[config.mk]
export PLATFORM = sky130hd
export DESIGN_NAME = touch_contact_slot_tracker
export DESIGN_NICKNAME = d
export VERILOG_FILES = /design/src/hw/rtl/tcst_pkg.sv /design/src/hw/rtl/tcst_ctrl.sv /design/src/hw/rtl/tcst_datapath.sv /design/src/hw/rtl/touch_contact_slot_tracker.sv
export VERILOG_INCLUDE_DIRS = /design/src /design/src/hw/rtl
export SDC_FILE = /design/constraint.sdc
export NUM_CORES = 1
export LEC_CHECK = 0
export BUFFER_PORTS_ARGS = -buffer_cell sky130_fd_sc_hd__clkbuf_2
export CAP_MARGIN = 25
export CELL_PAD_IN_SITES_DETAIL_PLACEMENT = 0
export CELL_PAD_IN_SITES_GLOBAL_PLACEMENT = 1
export CORE_AREA = 2 2 355 357
export DETAILED_ROUTE_END_ITERATION = 16
export DIE_AREA = 0 0 357 359
export PLACE_DENSITY_LB_ADDON = 0.1
export SLEW_MARGIN = 10
export SYNTH_ARGS = -nofsm -noshare
export SYNTH_HDL_FRONTEND = slang
export SYNTH_SLANG_ARGS = --single-unit
export TNS_END_PERCENT = 100
[constraint.sdc]
create_clock -name clock -period 11.6 [get_ports clock]
set_input_delay 0.58 -clock clock [delete_from_list [all_inputs] [get_ports clock]]
set_output_delay 0.58 -clock clock [all_outputs]
set_load 0.01 [all_outputs]
[src/hw/rtl/touch_contact_slot_tracker_assert.svh]
// Assertion macros for the slot tracker datapath.
// Each macro expects signals named clock and reset in the module that uses it.
`ifndef TOUCH_CONTACT_SLOT_TRACKER_ASSERT_SVH
`define TOUCH_CONTACT_SLOT_TRACKER_ASSERT_SVH

// Same-cycle implication, checked outside reset.
`define TCST_ASSERT_IMPLIES(label, ante, cons) \
   label: assert property (@(posedge clock) disable iff (reset) (ante) |-> (cons)) \
      else $error("slot tracker assertion failed in %m");

// Next-cycle implication, checked outside reset.
`define TCST_ASSERT_NEXT(label, ante, cons) \
   label: assert property (@(posedge clock) disable iff (reset) (ante) |=> (cons)) \
      else $error("slot tracker assertion failed in %m");

`endif

[src/hw/rtl/tcst_pkg.sv]
`timescale 1ns / 1ps

package tcst_pkg;

   // Default slot count built into the table
   localparam int MAX_SLOTS_DEF = 16;

   // Configuration port
   localparam int CSR_IDX_W  = 2;
   localparam int CSR_DATA_W = 5;
   localparam logic [CSR_IDX_W-1:0] CSR_PROTOCOL_TYPE = 2'd0;
   localparam logic [CSR_IDX_W-1:0] CSR_ACTIVE_SLOTS  = 2'd1;
   localparam logic                  PROTOCOL_TYPE_RST = 1'b1;
   localparam logic [CSR_DATA_W-1:0] ACTIVE_SLOTS_RST  = 5'd16;

   // Protocol select values
   localparam logic PROTO_A = 1'b0;
   localparam logic PROTO_B = 1'b1;

   // Request word kinds
   localparam logic MODE_CONTACT = 1'b0;
   localparam logic MODE_FLUSH   = 1'b1;

   // Field widths
   localparam int ID_W       = 16;
   localparam int POS_W      = 16;
   localparam int Z_W        = 16;
   localparam int SLOT_W     = 4;
   localparam int TID_W      = 17;
   localparam int PRES_W     = 15;
   localparam int DIST_W     = 16;
   localparam int KIND_W     = 2;
   localparam int REQ_DATA_W = 64;
   localparam int RSP_DATA_W = 88;

   // Tracking id of a released slot (-1)
   localparam logic [TID_W-1:0] TID_FREE = '1;

   // Response word kinds
   typedef enum logic [KIND_W-1:0] {
      KIND_ACK    = 2'd0,
      KIND_REPORT = 2'd1,
      KIND_SYNC   = 2'd2
   } kind_type;

   // Controller to datapath commands
   typedef struct packed {
      logic load_item;
      logic scan_step;
      logic commit_ack;
      logic fl_read;
      logic fl_emit;
      logic fl_skip;
      logic load_sync;
   } tcst_cmd_type;

   // Datapath to controller status
   typedef struct packed {
      logic idx_end;
      logic cur_dirty;
      logic out_free;
   } tcst_sts_type;

endpackage

[src/hw/rtl/tcst_ctrl.sv]
`timescale 1ns / 1ps

module tcst_ctrl (
   input  logic                  clock,
   input  logic                  reset,
   input  logic                  req_tvalid,
   input  logic                  req_tuser,
   output logic                  req_tready,
   input  tcst_pkg::tcst_sts_type sts,
   output tcst_pkg::tcst_cmd_type cmd
);
   import tcst_pkg::*;

   typedef enum logic [2:0] {
      ST_IDLE,
      ST_SEARCH,
      ST_ACK,
      ST_FL_SCAN,
      ST_FL_EMIT,
      ST_SYNC
   } state_type;

   state_type state_ff, state_in;
   logic      ready_ff;

   // Sequence one word: search then acknowledge, or walk slots then sync
   always_comb begin
      cmd      = '0;
      state_in = state_ff;
      case (state_ff)
         ST_IDLE: begin
            if (req_tvalid) begin
               cmd.load_item = 1'b1;
               state_in      = (req_tuser == MODE_FLUSH) ? ST_FL_SCAN : ST_SEARCH;
            end
         end
         ST_SEARCH: begin
            if (sts.idx_end) begin
               state_in = ST_ACK;
            end else begin
               cmd.scan_step = 1'b1;
            end
         end
         ST_ACK: begin
            if (sts.out_free) begin
               cmd.commit_ack = 1'b1;
               state_in       = ST_IDLE;
            end
         end
         ST_FL_SCAN: begin
            if (sts.idx_end) begin
               state_in = ST_SYNC;
            end else if (sts.cur_dirty) begin
               cmd.fl_read = 1'b1;
               state_in    = ST_FL_EMIT;
            end else begin
               cmd.fl_skip = 1'b1;
            end
         end
         ST_FL_EMIT: begin
            if (sts.out_free) begin
               cmd.fl_emit = 1'b1;
               state_in    = ST_FL_SCAN;
            end
         end
         ST_SYNC: begin
            if (sts.out_free) begin
               cmd.load_sync = 1'b1;
               state_in      = ST_IDLE;
            end
         end
         default: begin
            state_in = ST_IDLE;
         end
      endcase
   end

   // Hold state; ready is high exactly in idle
   always_ff @(posedge clock) begin
      if (reset) begin
         state_ff <= ST_IDLE;
         ready_ff <= 1'b1;
      end else begin
         state_ff <= state_in;
         ready_ff <= (state_in == ST_IDLE);
      end
   end

   assign req_tready = ready_ff;

endmodule

[src/hw/rtl/tcst_datapath.sv]
`timescale 1ns / 1ps
`include "touch_contact_slot_tracker_assert.svh"

module tcst_datapath #(
   parameter int MaxSlots = tcst_pkg::MAX_SLOTS_DEF
) (
   input  logic                              clock,
   input  logic                              reset,
   input  logic                              csr_wr_en,
   input  logic [tcst_pkg::CSR_IDX_W-1:0]    csr_index,
   input  logic [tcst_pkg::CSR_DATA_W-1:0]   csr_wdata,
   input  logic [tcst_pkg::REQ_DATA_W-1:0]   req_tdata,
   input  tcst_pkg::tcst_cmd_type            cmd,
   output tcst_pkg::tcst_sts_type            sts,
   input  logic                              rsp_tready,
   output logic                              rsp_tvalid,
   output logic [tcst_pkg::RSP_DATA_W-1:0]   rsp_tdata,
   output logic [tcst_pkg::KIND_W-1:0]       rsp_tuser,
   output logic                              rsp_tlast
);
   import tcst_pkg::*;

   localparam int IdxW = (MaxSlots > 1) ? $clog2(MaxSlots) : 1;
   localparam int CntW = $clog2(MaxSlots + 1);
   localparam int CmpW = (CntW > CSR_DATA_W) ? CntW : CSR_DATA_W;
   localparam logic [CmpW-1:0] MaxSlotsCmp = CmpW'(MaxSlots);

   // Configuration registers
   logic                  protocol_ff, protocol_in;
   logic [CSR_DATA_W-1:0] active_ff, active_in;

   // Captured word
   logic [ID_W-1:0]         id_ff;
   logic [POS_W-1:0]        x_ff, y_ff;
   logic signed [Z_W-1:0]   z_ff;

   // Slot walk
   logic [CntW-1:0] idx_ff, idx_in;
   logic [CmpW-1:0] n_lim, active_cmp, idx_cmp;
   logic [IdxW-1:0] rd_addr, wr_addr;
   logic            idx_end;

   // Slot table: flags in flops, payload in memory
   logic [MaxSlots-1:0] dirty_ff, dirty_in;
   logic [MaxSlots-1:0] busy_ff, busy_in;
   logic [ID_W-1:0]     owner_mem [MaxSlots];
   logic [POS_W-1:0]    x_mem     [MaxSlots];
   logic [POS_W-1:0]    y_mem     [MaxSlots];
   logic [Z_W-1:0]      z_mem     [MaxSlots];
   logic [ID_W-1:0]       rd_owner_ff;
   logic [POS_W-1:0]      rd_x_ff, rd_y_ff;
   logic signed [Z_W-1:0] rd_z_ff;
   logic                  mem_we, mem_re;

   // Search probe and results
   logic            probe_vld_ff, probe_vld_in;
   logic [IdxW-1:0] probe_idx_ff;
   logic            found_match_ff, found_match_in;
   logic            found_free_ff, found_free_in;
   logic [IdxW-1:0] match_idx_ff, match_idx_in;
   logic [IdxW-1:0] free_idx_ff, free_idx_in;
   logic            found;

   // Output register
   logic              out_vld_ff, out_vld_in;
   logic              load_out;
   kind_type          out_kind_ff, out_kind_in;
   logic              out_status_ff, out_status_in;
   logic [SLOT_W-1:0] out_slot_ff, out_slot_in;
   logic [TID_W-1:0]  out_tid_ff, out_tid_in;
   logic [POS_W-1:0]  out_x_ff, out_x_in, out_y_ff, out_y_in;
   logic              out_hp_ff, out_hp_in;
   logic [PRES_W-1:0] out_p_ff, out_p_in;
   logic              out_hd_ff, out_hd_in;
   logic [DIST_W-1:0] out_dist_ff, out_dist_in;
   logic              out_last_ff, out_last_in;

   // Decode register writes; unknown indexes drop
   always_comb begin
      protocol_in = protocol_ff;
      active_in   = active_ff;
      if (csr_wr_en) begin
         case (csr_index)
            CSR_PROTOCOL_TYPE: protocol_in = csr_wdata[0];
            CSR_ACTIVE_SLOTS:  active_in   = csr_wdata;
            default: ;
         endcase
      end
   end

   // Limit the walk to the slots in use
   assign active_cmp = CmpW'(active_ff);
   assign n_lim      = (active_cmp > MaxSlotsCmp) ? MaxSlotsCmp : active_cmp;
   assign idx_cmp    = CmpW'(idx_ff);
   assign idx_end    = (idx_cmp >= n_lim);
   assign rd_addr    = idx_ff[IdxW-1:0];

   always_comb begin
      idx_in = idx_ff;
      if (cmd.load_item) begin
         idx_in = '0;
      end else if (cmd.scan_step || cmd.fl_emit || cmd.fl_skip) begin
         idx_in = idx_ff + 1'b1;
      end
   end

   // Evaluate the registered probe read
   always_comb begin
      probe_vld_in   = cmd.scan_step;
      found_match_in = found_match_ff;
      found_free_in  = found_free_ff;
      match_idx_in   = match_idx_ff;
      free_idx_in    = free_idx_ff;
      if (cmd.load_item) begin
         found_match_in = 1'b0;
         found_free_in  = 1'b0;
      end else if (probe_vld_ff) begin
         if (protocol_ff == PROTO_B) begin
            if (!found_match_ff && busy_ff[probe_idx_ff] && (rd_owner_ff == id_ff)) begin
               found_match_in = 1'b1;
               match_idx_in   = probe_idx_ff;
            end
            if (!found_free_ff && !busy_ff[probe_idx_ff]) begin
               found_free_in = 1'b1;
               free_idx_in   = probe_idx_ff;
            end
         end else if (!found_free_ff && !dirty_ff[probe_idx_ff]) begin
            found_free_in = 1'b1;
            free_idx_in   = probe_idx_ff;
         end
      end
   end

   // Owner match wins over a free slot
   assign found   = found_match_ff || found_free_ff;
   assign wr_addr = found_match_ff ? match_idx_ff : free_idx_ff;
   assign mem_we  = cmd.commit_ack && found;
   assign mem_re  = cmd.scan_step || cmd.fl_read;

   // Update slot flags on commit and flush
   always_comb begin
      dirty_in = dirty_ff;
      busy_in  = busy_ff;
      if (mem_we) begin
         dirty_in[wr_addr] = 1'b1;
         busy_in[wr_addr]  = (z_ff != '0);
      end
      if (cmd.fl_emit) begin
         dirty_in[rd_addr] = 1'b0;
      end
   end

   // Build the next response word
   assign load_out = cmd.commit_ack || cmd.fl_emit || cmd.load_sync;

   always_comb begin
      out_kind_in   = KIND_SYNC;
      out_status_in = 1'b0;
      out_slot_in   = '0;
      out_tid_in    = '0;
      out_x_in      = '0;
      out_y_in      = '0;
      out_hp_in     = 1'b0;
      out_p_in      = '0;
      out_hd_in     = 1'b0;
      out_dist_in   = '0;
      out_last_in   = 1'b1;
      if (cmd.commit_ack) begin
         out_kind_in   = KIND_ACK;
         out_status_in = !found;
         out_slot_in   = found ? SLOT_W'(wr_addr) : '0;
         out_tid_in    = (found && (z_ff != '0)) ? {1'b0, id_ff} : TID_FREE;
      end else if (cmd.fl_emit) begin
         out_kind_in = KIND_REPORT;
         out_slot_in = SLOT_W'(rd_addr);
         out_tid_in  = busy_ff[rd_addr] ? {1'b0, rd_owner_ff} : TID_FREE;
         out_x_in    = rd_x_ff;
         out_y_in    = rd_y_ff;
         out_last_in = 1'b0;
         if (rd_z_ff > 0) begin
            out_hp_in = 1'b1;
            out_p_in  = rd_z_ff[PRES_W-1:0];
         end
         if (rd_z_ff < 0) begin
            out_hd_in   = 1'b1;
            out_dist_in = DIST_W'(-rd_z_ff);
         end
      end
   end

   always_comb begin
      out_vld_in = out_vld_ff;
      if (load_out) begin
         out_vld_in = 1'b1;
      end else if (rsp_tready) begin
         out_vld_in = 1'b0;
      end
   end

   // Control registers
   always_ff @(posedge clock) begin
      if (reset) begin
         protocol_ff    <= PROTOCOL_TYPE_RST;
         active_ff      <= ACTIVE_SLOTS_RST;
         idx_ff         <= '0;
         dirty_ff       <= '0;
         busy_ff        <= '0;
         probe_vld_ff   <= 1'b0;
         found_match_ff <= 1'b0;
         found_free_ff  <= 1'b0;
         out_vld_ff     <= 1'b0;
      end else begin
         protocol_ff    <= protocol_in;
         active_ff      <= active_in;
         idx_ff         <= idx_in;
         dirty_ff       <= dirty_in;
         busy_ff        <= busy_in;
         probe_vld_ff   <= probe_vld_in;
         found_match_ff <= found_match_in;
         found_free_ff  <= found_free_in;
         out_vld_ff     <= out_vld_in;
      end
   end

   // Payload registers
   always_ff @(posedge clock) begin
      if (cmd.load_item) begin
         id_ff <= req_tdata[ID_W-1:0];
         x_ff  <= req_tdata[ID_W +: POS_W];
         y_ff  <= req_tdata[ID_W+POS_W +: POS_W];
         z_ff  <= req_tdata[ID_W+2*POS_W +: Z_W];
      end
      if (cmd.scan_step) begin
         probe_idx_ff <= rd_addr;
      end
      match_idx_ff <= match_idx_in;
      free_idx_ff  <= free_idx_in;
      if (load_out) begin
         out_kind_ff   <= out_kind_in;
         out_status_ff <= out_status_in;
         out_slot_ff   <= out_slot_in;
         out_tid_ff    <= out_tid_in;
         out_x_ff      <= out_x_in;
         out_y_ff      <= out_y_in;
         out_hp_ff     <= out_hp_in;
         out_p_ff      <= out_p_in;
         out_hd_ff     <= out_hd_in;
         out_dist_ff   <= out_dist_in;
         out_last_ff   <= out_last_in;
      end
   end

   // Slot memory: one write port, one registered read port
   always_ff @(posedge clock) begin
      if (mem_we) begin
         owner_mem[wr_addr] <= id_ff;
         x_mem[wr_addr]     <= x_ff;
         y_mem[wr_addr]     <= y_ff;
         z_mem[wr_addr]     <= z_ff;
      end
      if (mem_re) begin
         rd_owner_ff <= owner_mem[rd_addr];
         rd_x_ff     <= x_mem[rd_addr];
         rd_y_ff     <= y_mem[rd_addr];
         rd_z_ff     <= z_mem[rd_addr];
      end
   end

   // Status to the controller
   assign sts.idx_end   = idx_end;
   assign sts.cur_dirty = dirty_ff[rd_addr] && !idx_end;
   assign sts.out_free  = !out_vld_ff || rsp_tready;

   // Response ports
   assign rsp_tvalid = out_vld_ff;
   assign rsp_tuser  = out_kind_ff;
   assign rsp_tlast  = out_last_ff;
   assign rsp_tdata  = {1'b0, out_dist_ff, out_hd_ff, out_p_ff, out_hp_ff,
                        out_y_ff, out_x_ff, out_tid_ff, out_slot_ff, out_status_ff};

   `TCST_ASSERT_IMPLIES(a_load_when_free, load_out, sts.out_free)
   `TCST_ASSERT_IMPLIES(a_read_only_dirty, cmd.fl_read, sts.cur_dirty)
   `TCST_ASSERT_NEXT(a_emit_report, cmd.fl_emit, rsp_tvalid && (out_kind_ff == KIND_REPORT) && !out_last_ff)
   `TCST_ASSERT_NEXT(a_ack_last, cmd.commit_ack, rsp_tvalid && out_last_ff && (out_kind_ff == KIND_ACK))

endmodule

[src/hw/rtl/touch_contact_slot_tracker.sv]
`timescale 1ns / 1ps

// Multitouch contact slot tracker. A contact word (req_tuser 0) picks a slot,
// under protocol A the first slot not yet updated this frame, under protocol B
// the slot owned by the same id or else the first free one, stores x, y and z
// there and answers with one acknowledge word (status 1 when no slot was
// found). A flush word (req_tuser 1) returns one report word per updated slot
// in use in index order, then a sync word with rsp_tlast high, and clears
// those slots' updated marks. Words are taken one at a time. Only the first n
// slots are searched or walked, n being active_slots capped at MAX_SLOTS. The
// slot walk visits one slot per cycle through a single registered read of the
// slot memory, except that each reported slot also waits until its report
// can enter the output register, which rsp_tready can hold back. Register
// writes on the csr_ port take effect on the next cycle and belong between
// words.
module touch_contact_slot_tracker #(
   parameter int MAX_SLOTS = tcst_pkg::MAX_SLOTS_DEF
) (
   input  logic                            clock,
   input  logic                            reset,
   // Configuration writes
   input  logic                            csr_wr_en,
   input  logic [tcst_pkg::CSR_IDX_W-1:0]  csr_index,
   input  logic [tcst_pkg::CSR_DATA_W-1:0] csr_wdata,
   // Request channel
   input  logic                            req_tvalid,
   output logic                            req_tready,
   input  logic [tcst_pkg::REQ_DATA_W-1:0] req_tdata,  // contact_id, pos_x, pos_y, pos_z
   input  logic                            req_tuser,  // mode
   // Response channel
   output logic                            rsp_tvalid,
   input  logic                            rsp_tready,
   // status, slot_index, tracking_id, out_x, out_y, has_pressure, pressure,
   // has_distance, distance, one pad bit
   output logic [tcst_pkg::RSP_DATA_W-1:0] rsp_tdata,
   output logic [tcst_pkg::KIND_W-1:0]     rsp_tuser,  // kind
   output logic                            rsp_tlast
);
   import tcst_pkg::*;

   tcst_cmd_type cmd;
   tcst_sts_type sts;

   tcst_ctrl u_ctrl (
      .clock      (clock),
      .reset      (reset),
      .req_tvalid (req_tvalid),
      .req_tuser  (req_tuser),
      .req_tready (req_tready),
      .sts        (sts),
      .cmd        (cmd)
   );

   tcst_datapath #(
      .MaxSlots (MAX_SLOTS)
   ) u_datapath (
      .clock      (clock),
      .reset      (reset),
      .csr_wr_en  (csr_wr_en),
      .csr_index  (csr_index),
      .csr_wdata  (csr_wdata),
      .req_tdata  (req_tdata),
      .cmd        (cmd),
      .sts        (sts),
      .rsp_tready (rsp_tready),
      .rsp_tvalid (rsp_tvalid),
      .rsp_tdata  (rsp_tdata),
      .rsp_tuser  (rsp_tuser),
      .rsp_tlast  (rsp_tlast)
   );

endmodule

==> impl_metrics.tcl <==
set metrics [dict create \
    worst_ir_drop_vdd_mv 0.144 \
    rsz0062_at_grt "false" \
    synth.distinct_cells 54 \
    via_count 23200 \
    crit_type "reg2reg" \
    avgSynthCellArea_um2 22.7 \
    finalHoldViolations 0 \
    yosysTopAreaCell "edfxtp_1" \
    core_um2 125000 \
    cts_buffer_depth 3 \
    synth.top_cells.by_count "1254 x edfxtp_1, 335 x mux4_2, 65 x nor2_1" \
    final_antenna_net_count 0 \
    clk_latency_ns 0.74 \
    ys.flop_type "edfxtp_1" \
    grt_max_degree 78 \
    grt-ovfl-total 0 \
    ys_top_cells_by_area "edfxtp_1 76%, mux4_2 15%, dfxtp_1 2.1%, and2_1 0.57%, mux2i_1 0.53%" \
    path_max_fanout 60 \
    cts_setup_buffers 0 \
    tritoncts "done" \
    grt_pass1_wl_um 175000 \
    h-tree-depth 4 \
    rows 130 \
    hold_path.class "in2reg" \
    cts_sinks 1305 \
    antenna_found_initial 2 \
    timing.fmax_mhz 180 \
    synth_edf_count 1254 \
    drv_slew 0 \
    wl_per_cell_um 28.7 \
    cts_inserted_buffers 143 \
    firstDrtPassIters 5 \
    drt-initial-drc-count 2088 \
    p_leak_nw 17.9 \
    cp_common_cell "buf_4" \
    synth.top_cell.area_share_pct 76.2 \
    gr-usage-all-layers_pct 19.2 \
    arrival_ns 5.90 \
    num_io_pins 170 \
    port_buffers 168 \
    skew_ns 0.0240 \
    grt_pass1_vias 24300 \
    globalplace.congestion 0.770 \
    worst_slew_pin_slew_ns 1.07 \
    path_cells "buf_4 > buf_4 > buf_16 > mux4_2 > nor2b_1 > nor3_1 > a21oi_1 > a21oi_4 > buf_4 > buf_4" \
    synthMostInstantiatedCell "edfxtp_1" \
    run_status "finished clean" \
    syn_nets 2268 \
    clkSlewWorstSetupHoldPaths_ns 0.06 \
    min_period_over_period_pct 47.8 \
    setup_tns_ns 0 \
    antenna_cells 0 \
    required_ns 11.95 \
    p_per_area_nw_per_um2 179 \
    post-dp-hpwl_um 62700 \
    via_per_inst 5.46 \
    start_util_pct 39.7 \
    crit_slowest_cell "buf_4" \
    die-area_um2 128000 \
    finalWirelength_um 122000 \
    num-nets-final 2572 \
    max_stage_delay_ns 0.90 \
    cts_root_buf "clkbuf_16" \
    end_kind "flop" \
    final-setup-viol-count 0 \
    fin_crit_ns 5.55 \
    slew_headroom_pct 28.8 \
    areaGrowthSynthToFinish_pct 16.1 \
    yosysSeqAreaShare_pct 78.2 \
    startpoint_type "flop" \
    yosysWarnings 0 \
    netlist_instances 2181 \
    synth_area_um2 49400 \
    cap_violations 0 \
    async_reset_ff_share_pct 0 \
    drc 0 \
    synth_seq_cells 1305 \
    holdWs_ns 0.0553 \
    die_y_um 359 \
    die_x_um 357 \
    drive_gt1_share_pct 30.7 \
]
per-stage QoR:
stage                     setup slack, ns  utilization [%]  area, um2  instances  power, mW
after floorplan                      2.71                -      49400       2181       5.80
after global placement               5.68             42.0      52400       3944       5.97
after detailed placement             5.95             42.1      52500       3948       5.99
after CTS                            5.92             46.1      57400       4246       10.4
after global routing                 5.78             46.1      57400       4247       10.6
final                                6.05             46.1      57400       4247       10.3
sequential cells by signal, summed over array words and instances (netlist names), 17 cells and up:
name	count
u_datapath.x_mem	256
u_datapath.owner_mem	256
u_datapath.z_mem	256
u_datapath.y_mem	256
u_datapath.out_tid_ff	17
metal layers:
layer  GRT usage [%]  routed length, um  vias to the layer above
li1                -                  -                     9789
met1            27.8              55200                    12600
met2            30.7              58800                      633
met3            2.96               5480                      156
met4            4.84               2230                        0
met5               0                  0                        -
layout by cell type, fill, tap and decap left out, types with 5 or more instances in the layout:
cell type / instances
a211oi_1: 10
a21oi_1: 16
a22oi_1: 17
and2_1: 45
buf_4: 56
bufinv_16: 12
clkbuf_1: 33
clkbuf_16: 145
clkbuf_2: 168
clkinv_1: 29
clkinv_2: 24
clkinv_8: 6
dfxtp_1: 47
dlygate4sd3_1: 41
edfxtp_1: 1254
ha_1: 10
inv_1: 13
inv_6: 7
mux2i_1: 26
mux4_2: 335
nand2_1: 35
nand2b_1: 13
nand3_1: 15
nand3_2: 9
nand4_1: 7
nor2_1: 56
nor2_4: 9
nor2b_1: 5
nor3_1: 30
nor4_1: 12
o21ai_0: 8
or3_1: 5
xnor2_1: 16
xor2_1: 11
kinds of logic (layout without fill, tap and decap cells):
kind of cell    after synthesis  in the layout  synth area share (%)
flops                      1305           1305                  78.2
mux                         364            364                  15.9
simple gates                258            258                  2.76
buf+inv                     129            545                  1.21
compound gates               87             87                  1.22
xor+xnor                     27             27                 0.478
fa+ha+maj                    10             10                 0.253
other cells                   1              1               0.00758
final cells by class:
| cell class | count | area (um2) |
|---|---|---|
| inverter | 18 | 72.6 |
| multi-input combinational | 747 | 10300 |
| fill | 10500 | 67200 |
| tap | 1650 | 2060 |
| timing repair buffer | 270 | 1780 |
| clock buffer | 179 | 3770 |
| clock inverter | 78 | 762 |
| sequential | 1305 | 38700 |
critical path, delay by kind of cell, from the launching register on:
kind	cells	cell delay [ns]
simple gates	2	0.34
flops	1	0.84
buf+inv	5	2.89
mux	1	0.26
compound gates	2	0.62
report_power, final:
| part | total [mW] | leakage (nW) | switching [mW] | internal (mW) |
|---|---|---|---|---|
| sequential | 5.44 | 11.7 | 0.133 | 5.30 |
| clock | 4.40 | 2.21 | 1.82 | 2.57 |
| combinational | 0.450 | 3.98 | 0.237 | 0.213 |
| total | 10.3 | 17.9 | 2.19 | 8.09 |
path summary, 6_finish.rpt:
kind	from	endpoint	slack, ns	cells past startpoint
hold / removal	req_tdata[18]	u_datapath.x_ff[2]$_DFFE_PP_	0.06	1
setup / recovery	u_datapath.idx_cmp[1]$_SDFFE_PP0P_	u_datapath.rd_y_ff[0]$_DFFE_PP_	6.05	10
hold reg to reg	u_datapath.dirty_ff[3]$_SDFF_PP0_	u_datapath.dirty_ff[3]$_SDFF_PP0_	0.49	1
setup reg to reg	u_datapath.idx_cmp[1]$_SDFFE_PP0P_	u_datapath.rd_y_ff[0]$_DFFE_PP_	6.05	10
timing repair:
action | in CTS | in global routing
hold endpoints to repair | 41 | 0
resized for setup | 0 | 0
hold buffers | 41 | 0
(Power assumes the default switching activity.)
